<file path="src/rtl/bthd_pkg.sv">
package bthd_pkg;

    localparam int CNT_W   = 16;
    localparam int LED_W   = 7;
    localparam int ADDR_W  = 4;
    localparam int DATA_W  = 32;

    localparam logic [LED_W-1:0] LED_MAX      = 7'd100;
    localparam logic [LED_W-1:0] LED_MAX_BACK = 7'd99;
    localparam logic [LED_W-1:0] LED_MIN      = 7'd1;
    localparam logic [LED_W-1:0] LED_MIN_BACK = 7'd2;

    localparam logic [CNT_W-1:0] LOCKOUT_RST = 16'd5;
    localparam logic [CNT_W-1:0] WINDOW_RST  = 16'd200;
    localparam logic [CNT_W-1:0] RAMP_RST    = 16'd20;

    // register index, taken from paddr[3:2]
    typedef enum logic [1:0] {
        REG_LOCKOUT = 2'd0,
        REG_WINDOW  = 2'd1,
        REG_RAMP    = 2'd2,
        REG_NONE    = 2'd3
    } reg_idx_t;

    typedef enum logic [1:0] {
        EV_NONE  = 2'd0,
        EV_DOWN  = 2'd1,
        EV_UP    = 2'd2,
        EV_CLICK = 2'd3
    } ev_t;

    typedef struct packed {
        logic [CNT_W-1:0] lockout_ticks;
        logic [CNT_W-1:0] click_window_ticks;
        logic [CNT_W-1:0] ramp_period_ticks;
    } cfg_t;

    // a zero period behaves as one tick
    function automatic logic [CNT_W-1:0] at_least_one(input logic [CNT_W-1:0] v);
        at_least_one = (v == '0) ? {{(CNT_W-1){1'b0}}, 1'b1} : v;
    endfunction

endpackage

</file>
<file path="src/rtl/button_tap_hold_dimmer.sv">
// a result passes the input register, then the result register, before it shows on m_valid
// throughput: one tick per cycle unless m_ready stalls, set by the state update in bthd_core
// the input register refills in the cycle the result register drains
// reset: synchronous active-low aresetn clears both pipeline registers and the
// tap/hold state, and loads the registers with lockout 5, click window 200, ramp 20
module button_tap_hold_dimmer (
    input  logic                          aclk,
    input  logic                          aresetn,
    input  logic                          s_valid,
    output logic                          s_ready,
    input  logic                          s_button_level,
    output logic                          m_valid,
    input  logic                          m_ready,
    output logic [bthd_pkg::LED_W-1:0]    m_led_level,
    output logic [1:0]                    m_event_code,
    input  logic                          psel,
    input  logic                          penable,
    input  logic                          pwrite,
    input  logic [bthd_pkg::ADDR_W-1:0]   paddr,
    input  logic [bthd_pkg::DATA_W-1:0]   pwdata,
    output logic [bthd_pkg::DATA_W-1:0]   prdata,
    output logic                          pready
);
    import bthd_pkg::*;

    cfg_t             cfg;
    logic             in_valid_reg;
    logic             in_level_reg;
    logic             out_valid_reg;
    logic [LED_W-1:0] out_led_reg;
    ev_t              out_event_reg;
    logic             advance;
    logic [LED_W-1:0] core_led;
    ev_t              core_event;

    bthd_regs u_regs (
        .aclk    (aclk),
        .aresetn (aresetn),
        .psel    (psel),
        .penable (penable),
        .pwrite  (pwrite),
        .paddr   (paddr),
        .pwdata  (pwdata),
        .prdata  (prdata),
        .pready  (pready),
        .cfg     (cfg)
    );

    bthd_core u_core (
        .aclk       (aclk),
        .aresetn    (aresetn),
        .step       (advance),
        .level      (in_level_reg),
        .cfg        (cfg),
        .led_level  (core_led),
        .event_code (core_event)
    );

    // the tick moves on when the result register is free or draining
    assign advance = in_valid_reg && (!out_valid_reg || m_ready);
    assign s_ready = !in_valid_reg || advance;

    always_ff @(posedge aclk) begin
        if (!aresetn) begin
            in_valid_reg <= 1'b0;
        end else if (s_valid && s_ready) begin
            in_valid_reg <= 1'b1;
        end else if (advance) begin
            in_valid_reg <= 1'b0;
        end
    end

    always_ff @(posedge aclk) begin
        if (s_valid && s_ready)
            in_level_reg <= s_button_level;
    end

    always_ff @(posedge aclk) begin
        if (!aresetn) begin
            out_valid_reg <= 1'b0;
        end else if (advance) begin
            out_valid_reg <= 1'b1;
        end else if (m_ready) begin
            out_valid_reg <= 1'b0;
        end
    end

    always_ff @(posedge aclk) begin
        if (advance) begin
            out_led_reg   <= core_led;
            out_event_reg <= core_event;
        end
    end

    assign m_valid      = out_valid_reg;
    assign m_led_level  = out_led_reg;
    assign m_event_code = out_event_reg;

endmodule

</file>
<file path="src/rtl/bthd_regs.sv">
module bthd_regs (
    input  logic                          aclk,
    input  logic                          aresetn,
    input  logic                          psel,
    input  logic                          penable,
    input  logic                          pwrite,
    input  logic [bthd_pkg::ADDR_W-1:0]   paddr,
    input  logic [bthd_pkg::DATA_W-1:0]   pwdata,
    output logic [bthd_pkg::DATA_W-1:0]   prdata,
    output logic                          pready,
    output bthd_pkg::cfg_t                cfg
);
    import bthd_pkg::*;

    cfg_t     cfg_reg;
    reg_idx_t idx;
    logic     wr_en;

    assign idx    = reg_idx_t'(paddr[3:2]);
    assign pready = 1'b1;
    assign wr_en  = psel && penable && pwrite && pready;
    assign cfg    = cfg_reg;

    always_ff @(posedge aclk) begin
        if (!aresetn) begin
            cfg_reg.lockout_ticks      <= LOCKOUT_RST;
            cfg_reg.click_window_ticks <= WINDOW_RST;
            cfg_reg.ramp_period_ticks  <= RAMP_RST;
        end else if (wr_en) begin
            case (idx)
                REG_LOCKOUT: cfg_reg.lockout_ticks      <= pwdata[CNT_W-1:0];
                REG_WINDOW:  cfg_reg.click_window_ticks <= pwdata[CNT_W-1:0];
                REG_RAMP:    cfg_reg.ramp_period_ticks  <= pwdata[CNT_W-1:0];
                default: ;
            endcase
        end
    end

    always_comb begin
        case (idx)
            REG_LOCKOUT: prdata = {{(DATA_W-CNT_W){1'b0}}, cfg_reg.lockout_ticks};
            REG_WINDOW:  prdata = {{(DATA_W-CNT_W){1'b0}}, cfg_reg.click_window_ticks};
            REG_RAMP:    prdata = {{(DATA_W-CNT_W){1'b0}}, cfg_reg.ramp_period_ticks};
            default:     prdata = '0;
        endcase
    end

endmodule

</file>
<file path="src/rtl/bthd_core.sv">
module bthd_core (
    input  logic                         aclk,
    input  logic                         aresetn,
    input  logic                         step,
    input  logic                         level,
    input  bthd_pkg::cfg_t               cfg,
    output logic [bthd_pkg::LED_W-1:0]   led_level,
    output bthd_pkg::ev_t                event_code
);
    import bthd_pkg::*;

    logic             prev_level_reg, prev_level_next;
    logic             edge_armed_reg, edge_armed_next;
    logic [CNT_W-1:0] lockout_count_reg, lockout_count_next;
    logic             click_idle_reg, click_idle_next;
    logic             click_running_reg, click_running_next;
    logic [CNT_W-1:0] click_count_reg, click_count_next;
    logic             ramp_running_reg, ramp_running_next;
    logic [CNT_W-1:0] ramp_count_reg, ramp_count_next;
    logic             falling_dir_reg, falling_dir_next;
    logic [LED_W-1:0] intensity_reg, intensity_next;
    ev_t              ev;
    logic             window_started;

    always_comb begin
        prev_level_next    = prev_level_reg;
        edge_armed_next    = edge_armed_reg;
        lockout_count_next = lockout_count_reg;
        click_idle_next    = click_idle_reg;
        click_running_next = click_running_reg;
        click_count_next   = click_count_reg;
        ramp_running_next  = ramp_running_reg;
        ramp_count_next    = ramp_count_reg;
        falling_dir_next   = falling_dir_reg;
        intensity_next     = intensity_reg;
        ev                 = EV_NONE;
        window_started     = 1'b0;

        // periodic ramp, triangle between 1 and 100
        if (ramp_running_reg) begin
            if (ramp_count_reg == 16'd1) begin
                ramp_count_next = at_least_one(cfg.ramp_period_ticks);
                if (falling_dir_reg) begin
                    if (intensity_reg <= LED_MIN) begin
                        intensity_next   = LED_MIN_BACK;
                        falling_dir_next = 1'b0;
                    end else begin
                        intensity_next = intensity_reg - 7'd1;
                    end
                end else begin
                    if (intensity_reg >= LED_MAX) begin
                        intensity_next   = LED_MAX_BACK;
                        falling_dir_next = 1'b1;
                    end else begin
                        intensity_next = intensity_reg + 7'd1;
                    end
                end
            end else begin
                ramp_count_next = ramp_count_reg - 16'd1;
            end
        end

        // lockout expiry samples the button
        if (!edge_armed_reg) begin
            lockout_count_next = lockout_count_reg - 16'd1;
            if (lockout_count_reg == 16'd1) begin
                if (click_idle_reg && level) begin
                    click_idle_next    = 1'b0;
                    click_running_next = 1'b1;
                    click_count_next   = at_least_one(cfg.click_window_ticks);
                    window_started     = 1'b1;
                end else if (!level) begin
                    ev                 = click_idle_reg ? EV_UP : EV_CLICK;
                    click_idle_next    = 1'b1;
                    click_running_next = 1'b0;
                end
                edge_armed_next = 1'b1;
            end
        end

        // click window expiry
        if (click_running_next && !window_started) begin
            click_count_next = click_count_reg - 16'd1;
            if (click_count_reg == 16'd1) begin
                if (!level)
                    ev = click_idle_next ? EV_UP : EV_CLICK;
                else
                    ev = EV_DOWN;
                click_idle_next    = 1'b1;
                click_running_next = 1'b0;
            end
        end

        case (ev)
            EV_DOWN: begin
                ramp_running_next = 1'b1;
                ramp_count_next   = at_least_one(cfg.ramp_period_ticks);
            end
            EV_UP: begin
                ramp_running_next = 1'b0;
                ramp_count_next   = '0;
            end
            EV_CLICK: begin
                // flip direction only when parked at an end
                if (intensity_next == LED_MIN || intensity_next == LED_MAX)
                    falling_dir_next = !falling_dir_next;
                intensity_next = falling_dir_next ? LED_MAX : LED_MIN;
            end
            default: ;
        endcase

        if ((level != prev_level_reg) && edge_armed_next) begin
            edge_armed_next    = 1'b0;
            lockout_count_next = at_least_one(cfg.lockout_ticks);
        end
        prev_level_next = level;
    end

    assign led_level  = intensity_next;
    assign event_code = ev;

    always_ff @(posedge aclk) begin
        if (!aresetn) begin
            prev_level_reg    <= 1'b0;
            edge_armed_reg    <= 1'b1;
            lockout_count_reg <= '0;
            click_idle_reg    <= 1'b1;
            click_running_reg <= 1'b0;
            click_count_reg   <= '0;
            ramp_running_reg  <= 1'b0;
            ramp_count_reg    <= '0;
            falling_dir_reg   <= 1'b0;
            intensity_reg     <= '0;
        end else if (step) begin
            prev_level_reg    <= prev_level_next;
            edge_armed_reg    <= edge_armed_next;
            lockout_count_reg <= lockout_count_next;
            click_idle_reg    <= click_idle_next;
            click_running_reg <= click_running_next;
            click_count_reg   <= click_count_next;
            ramp_running_reg  <= ramp_running_next;
            ramp_count_reg    <= ramp_count_next;
            falling_dir_reg   <= falling_dir_next;
            intensity_reg     <= intensity_next;
        end
    end

endmodule

</file>
<file path="config.mk">
export PLATFORM = sky130hd
export DESIGN_NAME = button_tap_hold_dimmer
export DESIGN_NICKNAME = d
export VERILOG_FILES = /design/src/rtl/bthd_pkg.sv /design/src/rtl/button_tap_hold_dimmer.sv /design/src/rtl/bthd_regs.sv /design/src/rtl/bthd_core.sv
export SDC_FILE = /design/constraint.sdc
export NUM_CORES = 1
export LEC_CHECK = 0
export BUFFER_PORTS_ARGS = -buffer_cell sky130_fd_sc_hd__buf_2
export CORE_MARGIN = 2
export CORE_UTILIZATION = 43
export CTS_CLUSTER_DIAMETER = 30
export DETAILED_ROUTE_END_ITERATION = 8
export SYNTH_ARGS = -nofsm -noshare
export SYNTH_HDL_FRONTEND = slang
export SYNTH_SLANG_ARGS = --single-unit
export TNS_END_PERCENT = 10
</file>
<file path="constraint.sdc">
create_clock -name aclk -period 7.7 [get_ports aclk]
set_clock_uncertainty 0.2 [all_clocks]
set_input_delay 0.77 -clock aclk [delete_from_list [all_inputs] [get_ports aclk]]
set_output_delay 0.77 -clock aclk [all_outputs]
set_load 0.01 [all_outputs]
</file>
==> run metrics <==
outcome complete, no violations; PostCTS Resize Cnt 0; Yosys top cell area share 0.324; area of the multi-input gates 3980 um^2; Slew Limit Fails 0; RSZ-0062 raised after global routing no; vias in the first global route 5900; synth unique cells 72; drc violations 0; type of the worst setup path reg2reg; area fraction in compound gates after synthesis 0.233; largest cells by area after synthesis dfxtp_1 32%, nand2_1 11%, a21oi_1 6.6%; Pre-Repair DR Iteration Count 5; Via Count approximately 6600; Mapped Cells just over 900; Max-Cap Viols 0; CTS root buffer clkbuf_16; Power Internal 1.34 mW; data arrival time of the critical path 4.75 ns; max reg flops 48; Yosys top cell by area dfxtp_1; Reg power frac 0.380; clock-pin slew on the worst setup and hold paths 0.06 ns; initial DRC count 597; final setup violating endpoints 0; Cell Area, Synth 6870 um^2; Combinational Power Share 0.088; I/O pins 88; Num Clock Sinks 121; Post-CTS Setup Inserts 0; post-layout minimum cycle time ~4.6 ns; clock share of power 0.532; core area between 15000 and 20000 um^2; most frequent cells after synthesis 193 x nand2_1, 111 x dfxtp_1, 91 x a21oi_1, 80 x nor2_1, 75 x o21ai_0; Tightest Pin Transition 1.14 ns; Reg2Reg Setup Slack 3.07 ns; Slew HR 0.233; Tot GR Track Use 0.237; wire length per cell 16.5 um; die area 17000 um^2; maximum buffer depth of the clock tree 2; post-route ant nets 0; register area 2520 um^2; simple-gate share of the synthesized area 0.272; Req. time, crit path 7.82 ns; placed inst area about 7000 um^2; Max IR drop VDD 0.137 mV; post-DP HPWL 13.2 mm; Async S/R FF share, synth 0; Seq cells post-synth 121; Main synth FF type dfxtp_1; number of hold buffers added after CTS 0; aggregate routed wire length ~19 mm; largest net degree at the start of global routing 96; Synth Area in Adders 0.0219; Leakage 2.94 nW; Post-synth EDFFs 10; # port buffers between 50 and 60; first-pass GRT wire length 31.6 mm; count leader, synth nand2_1; CTS tree done; mux share of post-synthesis cell area 0.0266; drt via density 5.63; CP Capture Type register; PwrDens between 200 and 250 nW/um^2; diode count 0; Routability Congestion between 0.8 and 0.9; CTS Buf Count 17; initial antenna violation count 0; NumNets Final 1004; CTS H-tree depth 4; YS warnings 0; global route overflow 0; design area 7880 um^2; P_sw 0.414 mW; Hold Fails Final Rpt 0; layout cells sized above 1 0.119; Synth Area in XOR/XNOR 0.0140; Skew-Pair Late Insertion Delay 0.42 ns; row cnt 46; largest family of logic cells by synthesized area simple AND/OR/NAND/NOR gates; effective utilization at floorplan 0.435; Achievable Freq 216 MHz; crit share post-route 0.602; HP Class reg2reg; Seq/Total Area, Yosys 0.367; mean post-synth cell area 7.42 um^2; crit path launch type register; FILL cells 1623; Die X-Extent 130 um; sum of negative setup slack 0 ns; Die Y 130 um; sw frac 0.237; worst-path maximum fanout 33; area grow syn2layout 14.7%
[worst paths after layout]
check                                     from                   endpoint  cells after the start
setup / recovery  u_core.lockout_count_reg[10]   u_core.ramp_count_reg[7]                     12
hold / removal       u_core.click_count_reg[1]  u_core.click_count_reg[1]                      2
setup reg to reg  u_core.lockout_count_reg[10]   u_core.ramp_count_reg[7]                     12
hold reg to reg      u_core.click_count_reg[1]  u_core.click_count_reg[1]                      2
[routing by layer]
layer  wire [um]  up-vias  share of wire  track usage
met5           0        -              0            0
met4         291        0          0.015       0.0707
met3        1030       24          0.053       0.0451
met2        8600      208           0.44        0.354
met1        9490     3083           0.49        0.346
li1            -     3311              -            -
[final cells by class]
type,count,share of cell area
flip-flops and latches,121,0.320
repair buffers,60,0.0407
clock inverters,15,0.0322
multi-input cells,721,0.506
clock buffers,17,0.0540
well taps,216,0.0343
inverters,27,0.0129
[power groups by stage]
stage	combinational, mW	clock, mW	sequential (mW)
3_3_place_gp	0.153	0	0.679
6_report	0.154	0.931	0.666
2_1_floorplan	0.119	0	0.673
3_5_place_dp	0.153	0	0.679
5_1_grt	0.174	0.967	0.668
4_1_cts	0.153	0.941	0.665
[logic make-up after synthesis]
| family | Yosys count |
|---|---|
| and+or+nand+nor | 405 |
| AOI/OAI and AO/OA | 258 |
| DFF | 121 |
| buffers and inverters | 99 |
| muxes | 18 |
| adders and majority gates | 12 |
| xor gates and xnor gates | 11 |
| other | 2 |
[cells in the final DEF, fill, tap and decap left out, types with 9 or more instances in the layout]
cell       count
nand2_1      193
dfxtp_1      111
a21oi_1       91
nor2_1        80
o21ai_0       75
buf_2         52
nor3_1        26
inv_1         25
nand3_1       25
nor4_1        18
conb_1        17
clkbuf_16     17
mux2i_1       16
a22oi_1       13
ha_1          12
a221oi_1      11
edfxtp_1      10
or3_1          9
nand4_1        9
xnor2_1        9
o31ai_1        9
a211oi_1       9
[per-stage QoR]
step / total power, mW / hold slack [ns] / cells / util / setup WS (ns)
6_report: 1.75 / 0.270 / 1177 / 0.500 / 3.07
5_1_grt: 1.81 / 0.300 / 1177 / 0.500 / 2.60
4_1_cts: 1.76 / 0.272 / 1177 / 0.500 / 3.17
3_5_place_dp: 0.831 / 0.264 / 1145 / 0.456 / 3.17
3_3_place_gp: 0.831 / 0.259 / 1145 / 0.456 / 3.20
2_1_floorplan: 0.792 / 0.245 / 941 / - / 4.01
[worst max-delay path: stages (launching register included)]
cell and delay, ns:
dfxtp_1 0.37, nor4_1 0.59, nand4_1 0.46, o31ai_4 0.29, buf_4 0.34, nor2_1 0.12
nor2_1 0.13, nor2_1 0.13, ha_1 0.38, inv_1 0.09, o21ai_1 0.89, a221oi_1 0.24
a211oi_1 0.28
Note: power is estimated with default switching activity, not from simulation.
